$ cat src/hw/rtl/glm_pkg.sv
`default_nettype none

package glm_pkg;

    localparam int SAMPLE_W   = 32;
    localparam int COUNT_W    = 18;
    localparam int NUM_COLS_W = 8;
    localparam int NUM_ROWS_W = 11;
    localparam int DATA_W     = 32;
    localparam int ADDR_W     = 3;

    localparam int MAX_COLS_DEF = 128;
    localparam int MAX_ROWS_DEF = 1024;

    localparam logic [NUM_COLS_W-1:0] NUM_COLS_RST = 8'd128;
    localparam logic [NUM_ROWS_W-1:0] NUM_ROWS_RST = 11'd1024;

    // register index, taken from paddr[2]
    localparam logic REG_NUM_COLS = 1'b0;
    localparam logic REG_NUM_ROWS = 1'b1;

    typedef logic signed [SAMPLE_W-1:0] t_sample;

    typedef struct packed {
        logic shift;
        logic load;
    } t_cell_ctl;

endpackage

`default_nettype wire

$ cat src/hw/rtl/glm_cell.sv
`default_nettype none

module glm_cell
    import glm_pkg::*;
(
    input  logic      i_clk,
    input  t_cell_ctl i_ctl,
    input  t_sample   i_x,
    input  t_sample   i_prev,
    output t_sample   o_data
);

    t_sample r_data;

    always_ff @(posedge i_clk) begin
        if (i_ctl.shift) begin
            r_data <= i_ctl.load ? i_x : i_prev;
        end
    end

    assign o_data = r_data;

endmodule

`default_nettype wire

$ cat src/hw/rtl/glm_line.sv
`default_nettype none

module glm_line
    import glm_pkg::*;
#(
    parameter int MAX_COLS = MAX_COLS_DEF,
    localparam int LEN_W = $clog2(MAX_COLS + 1),
    localparam int POS_W = (MAX_COLS > 1) ? $clog2(MAX_COLS) : 1
) (
    input  logic             i_clk,
    input  logic             i_shift,
    input  logic [LEN_W-1:0] i_len,
    input  t_sample          i_x,
    output t_sample          o_tail,
    output t_sample          o_pre_tail
);

    // delay of i_len beats: new data enters at cell MAX_COLS - i_len
    logic [POS_W-1:0] ins_pos;
    t_sample          chain [MAX_COLS];

    assign ins_pos = POS_W'(MAX_COLS - int'(i_len));

    for (genvar i = 0; i < MAX_COLS; i++) begin : g_cell
        t_cell_ctl ctl;
        t_sample   prev;

        assign ctl.shift = i_shift;
        assign ctl.load  = (ins_pos == POS_W'(i));

        if (i == 0) begin : g_head
            assign prev = i_x;
        end else begin : g_body
            assign prev = chain[i-1];
        end

        glm_cell u_cell (
            .i_clk  (i_clk),
            .i_ctl  (ctl),
            .i_x    (i_x),
            .i_prev (prev),
            .o_data (chain[i])
        );
    end

    assign o_tail = chain[MAX_COLS-1];

    if (MAX_COLS > 1) begin : g_pre
        assign o_pre_tail = chain[MAX_COLS-2];
    end else begin : g_pre_one
        assign o_pre_tail = chain[0];
    end

endmodule

`default_nettype wire

$ cat config.mk
export PLATFORM = sky130hd
export DESIGN_NAME = glm_line
export DESIGN_NICKNAME = d
export VERILOG_FILES = /design/src/hw/rtl/glm_pkg.sv /design/src/hw/rtl/glm_cell.sv /design/src/hw/rtl/glm_line.sv
export SDC_FILE = /design/constraint.sdc
export NUM_CORES = 2
export LEC_CHECK = 0
export BUFFER_PORTS_ARGS = -buffer_cell sky130_fd_sc_hd__buf_2
export CAP_MARGIN = 20
export CORE_MARGIN = 4
export CORE_UTILIZATION = 60
export CTS_BUF_LIST = sky130_fd_sc_hd__clkbuf_4
export DETAILED_ROUTE_END_ITERATION = 7
export PLACE_DENSITY = 0.77
export SYNTH_ARGS = -nofsm -noshare
export SYNTH_HDL_FRONTEND = slang
export SYNTH_SLANG_ARGS = --single-unit
$ cat constraint.sdc
create_clock -name i_clk -period 3.09 [get_ports i_clk]
set_input_delay 0.1545 -clock i_clk [delete_from_list [all_inputs] [get_ports i_clk]]
set_output_delay 0.1545 -clock i_clk [all_outputs]
set_load 0.02 [all_outputs]
==> results.py <==
metrics = {
    "cts": {
        "cts_post_setup_buffers_inserted": 0,
        "cts.sinks": 4096,
        "cts_resized": 0,
        "clkTransAtPathRegs_ps": 80,
        "clockBufferDepth": 5,
        "htree_num_levels": 7,
        "cts_buffers": 1112,
        "cts_tree": "done",
        "root_buffer": "clkbuf_4",
        "clkLatencyLatePin_ps": 1610,
    },
    "floorplan": {
        "design.core.area_um2": 288000,
        "die_w_um": 546,
        "die-height_um": 546,
        "start_util": 0.602,
        "ios": 106,
        "rows": 197,
        "die_area_um2": 298000,
    },
    "sta": {
        "fmax_mhz": 342,
        "skew_ps": 185,
        "setup_viol": 0,
        "timing.final.crit_share": 0.945,
        "fin_tns_setup_ps": 0,
        "rsz0062_at_grt": "no",
        "tightestPinTransition_ps": 1230,
        "drv_slew": 0,
        "period_minus_slack_ps": 2920,
        "slew_headroom": 0.177,
        "finalHoldViolations": 0,
    },
    "yosys": {
        "synth_edf_count": 4096,
        "avgSynthCellArea_um2": 18.9,
        "synthesis.area_um2": 174000,
        "ys.flop_type": "edfxtp_1",
        "async_flop_share": 0,
        "synth_cell_type_count": 29,
        "ys_ff_latch": 4096,
        "synth.net_count": 9225,
        "synthCells": 9183,
        "ys_warn_count": 0,
        "synth.yosys.seq_area_share": 0.708,
    },
    "run_status": {
        "status": "complete, no violations",
    },
    "detailed_routing": {
        "vias_per_cell": 6.00,
        "final_antenna_net_count": 0,
        "vias": 86300,
        "post_drt_wl_per_cell_um": 24.9,
        "wl_um": 358000,
        "drt_pre_antenna_iters": 5,
        "drc_errors": 0,
        "drt-initial-drc-count": 7764,
    },
    "power_and_ir_drop": {
        "p_leak_nw": 67.6,
        "peakVddDrop_mv": 0.451,
        "power.density_nw_per_um2": 604,
    },
    "placed_design": {
        "gp_congestion": 0.782,
        "hpwl_um": 178000,
        "port_buffers": 104,
        "dpl.cell_count": 12500,
    },
    "grt": {
        "track_usage": 0.241,
        "grt_pass1_wl_um": 548000,
        "grt_pass1_vias": 91500,
        "antenna_found_initial": 30,
        "grt_max_degree": 151,
        "grt.overflow.total": 0,
    },
    "worst_setup_path": {
        "critPathBufInv": 6,
        "crit_chain": "dlygate4sd3_1 > buf_2 > nor3b_1 > dlygate4sd3_1 > mux2_4 > dlygate4sd3_1 > nand2_1 > dlygate4sd3_1 > buf_12 > mux2_2",
        "worstSetupStartpointType": "input port",
        "cp.arrival_ps": 4190,
        "crit_type": "in -> reg",
        "critical_path.slowest_cell": "dlygate4sd3_1",
        "critPathMaxFanout": 32,
        "crit_family": "buffers and inverters",
        "slowest_delay_ps": 790,
        "endpoint_kind": "flop",
        "cpMostUsedCell": "dlygate4sd3_1",
        "cp.required_ps": 4360,
    },
    "layout": {
        "largest_register_ff_count": 4096,
        "drive_above_1_share": 0.568,
        "layout.cells.non_filler": 14400,
        "final_nets": 10000,
        "area_delta_synth_final_pct": 11.4,
    },
    "run": {
        "cap_violations": 0,
    },
    "hold_path": {
        "hp-class": "in -> reg",
    },
}
## cell usage after synthesis (all sizes together) (2+ instances only)
cell type	instances	share of area
edfxtp	4096	0.71
or2	4	0.00014
nor3b	3	0.00013
nor2b	4	0.00014
mux2	4071	0.26
nand2	86	0.0019
nand2b	5	0.00018
buf	386	0.013
mux2i	7	0.00049
nor3	7	0.00020
nor2	41	0.0011
nand3b	2	0.000086
clkbuf	463	0.010
## worst min-delay path: cells and delay by family
kind,cells,cell delay [ps]
buffers and inverters,3,1150
muxes,1,290
and+or+nand+nor,1,120
## path summary, 6_finish.rpt
path	cells after the start	slack [ps]	startpoint	endpoint
min	5	270	i_len[4]	g_cell[80].u_cell.o_data[5]
max reg2reg	2	1590	g_cell[51].u_cell.o_data[1]	g_cell[52].u_cell.o_data[1]
min reg2reg	1	450	g_cell[3].u_cell.o_data[0]	g_cell[4].u_cell.o_data[0]
max	10	170	i_len[6]	g_cell[70].u_cell.o_data[18]
## layout make-up
type	count	area (um2)
repair buffers	528	6190
diodes	18	45.0
well taps	3781	4730
clock buffers	1549	11600
fillers	18300	94800
flip-flops and latches	4096	123000
multi-input cells	4238	46800
clock inverters	165	965
## metrics by stage
stage                     instance area (um2)  worst slack, ps  hold WS [ps]   util  power [mW]
after floorplan                        174000              566           253      -        69.9
after global placement                 179000              333           504  0.621        72.5
after detailed placement               179000              316           513  0.621        72.8
after CTS                              193000              451          84.6  0.671         118
after global routing                   193000              240           136  0.671         122
final                                  193000              169           267  0.671         117
## metal layers
metal	share of wire	routed length, um	GRT usage	up-vias
met3	0.068	24300	0.0576	645
met2	0.50	179000	0.396	3058
met5	0.00016	59	0	-
met4	0.034	12200	0.103	8
met1	0.40	142000	0.308	44500
li1	-	-	-	38000
## cell usage in the layout (no fill, tap or decap), drive strengths merged
cell         count
nand2           86
clkinvlp         1
nor3             7
nand3b           2
or2              4
nor2            41
nand4b           1
inv             26
nand4            1
dlygate4sd3     99
nor3b            3
edfxtp        4096
clkinv         126
nor4             1
mux2          4071
or3b             1
and3             1
or4              1
mux2i            7
and3b            1
nand3            1
bufinv          12
nand2b           5
diode           18
buf            429
nor2b            4
clkbuf        1549
## kinds of logic after synthesis
| kind of cell | after synthesis | synth area share |
|---|---|---|
| mux | 4078 | 0.265 |
| simple gates | 160 | 0.00427 |
| buf+inv | 849 | 0.0226 |
| flops | 4096 | 0.708 |
## timing repair
| action | in CTS | in global routing |
|---|---|---|
| hold buffers | 132 | 0 |
| hold endpoints to repair | 8192 | 0 |
| endpoints found under the setup margin | 0 | 0 |
## where the power goes
part	leakage (nW)	total (mW)	internal [mW]	switching, mW
logic	19.9	6.32	2.73	3.59
registers	40.1	65.7	64.9	0.845
clock network	7.63	44.8	23.8	21.0
total	67.6	117	91.4	25.4
(Power assumes the default switching activity.)
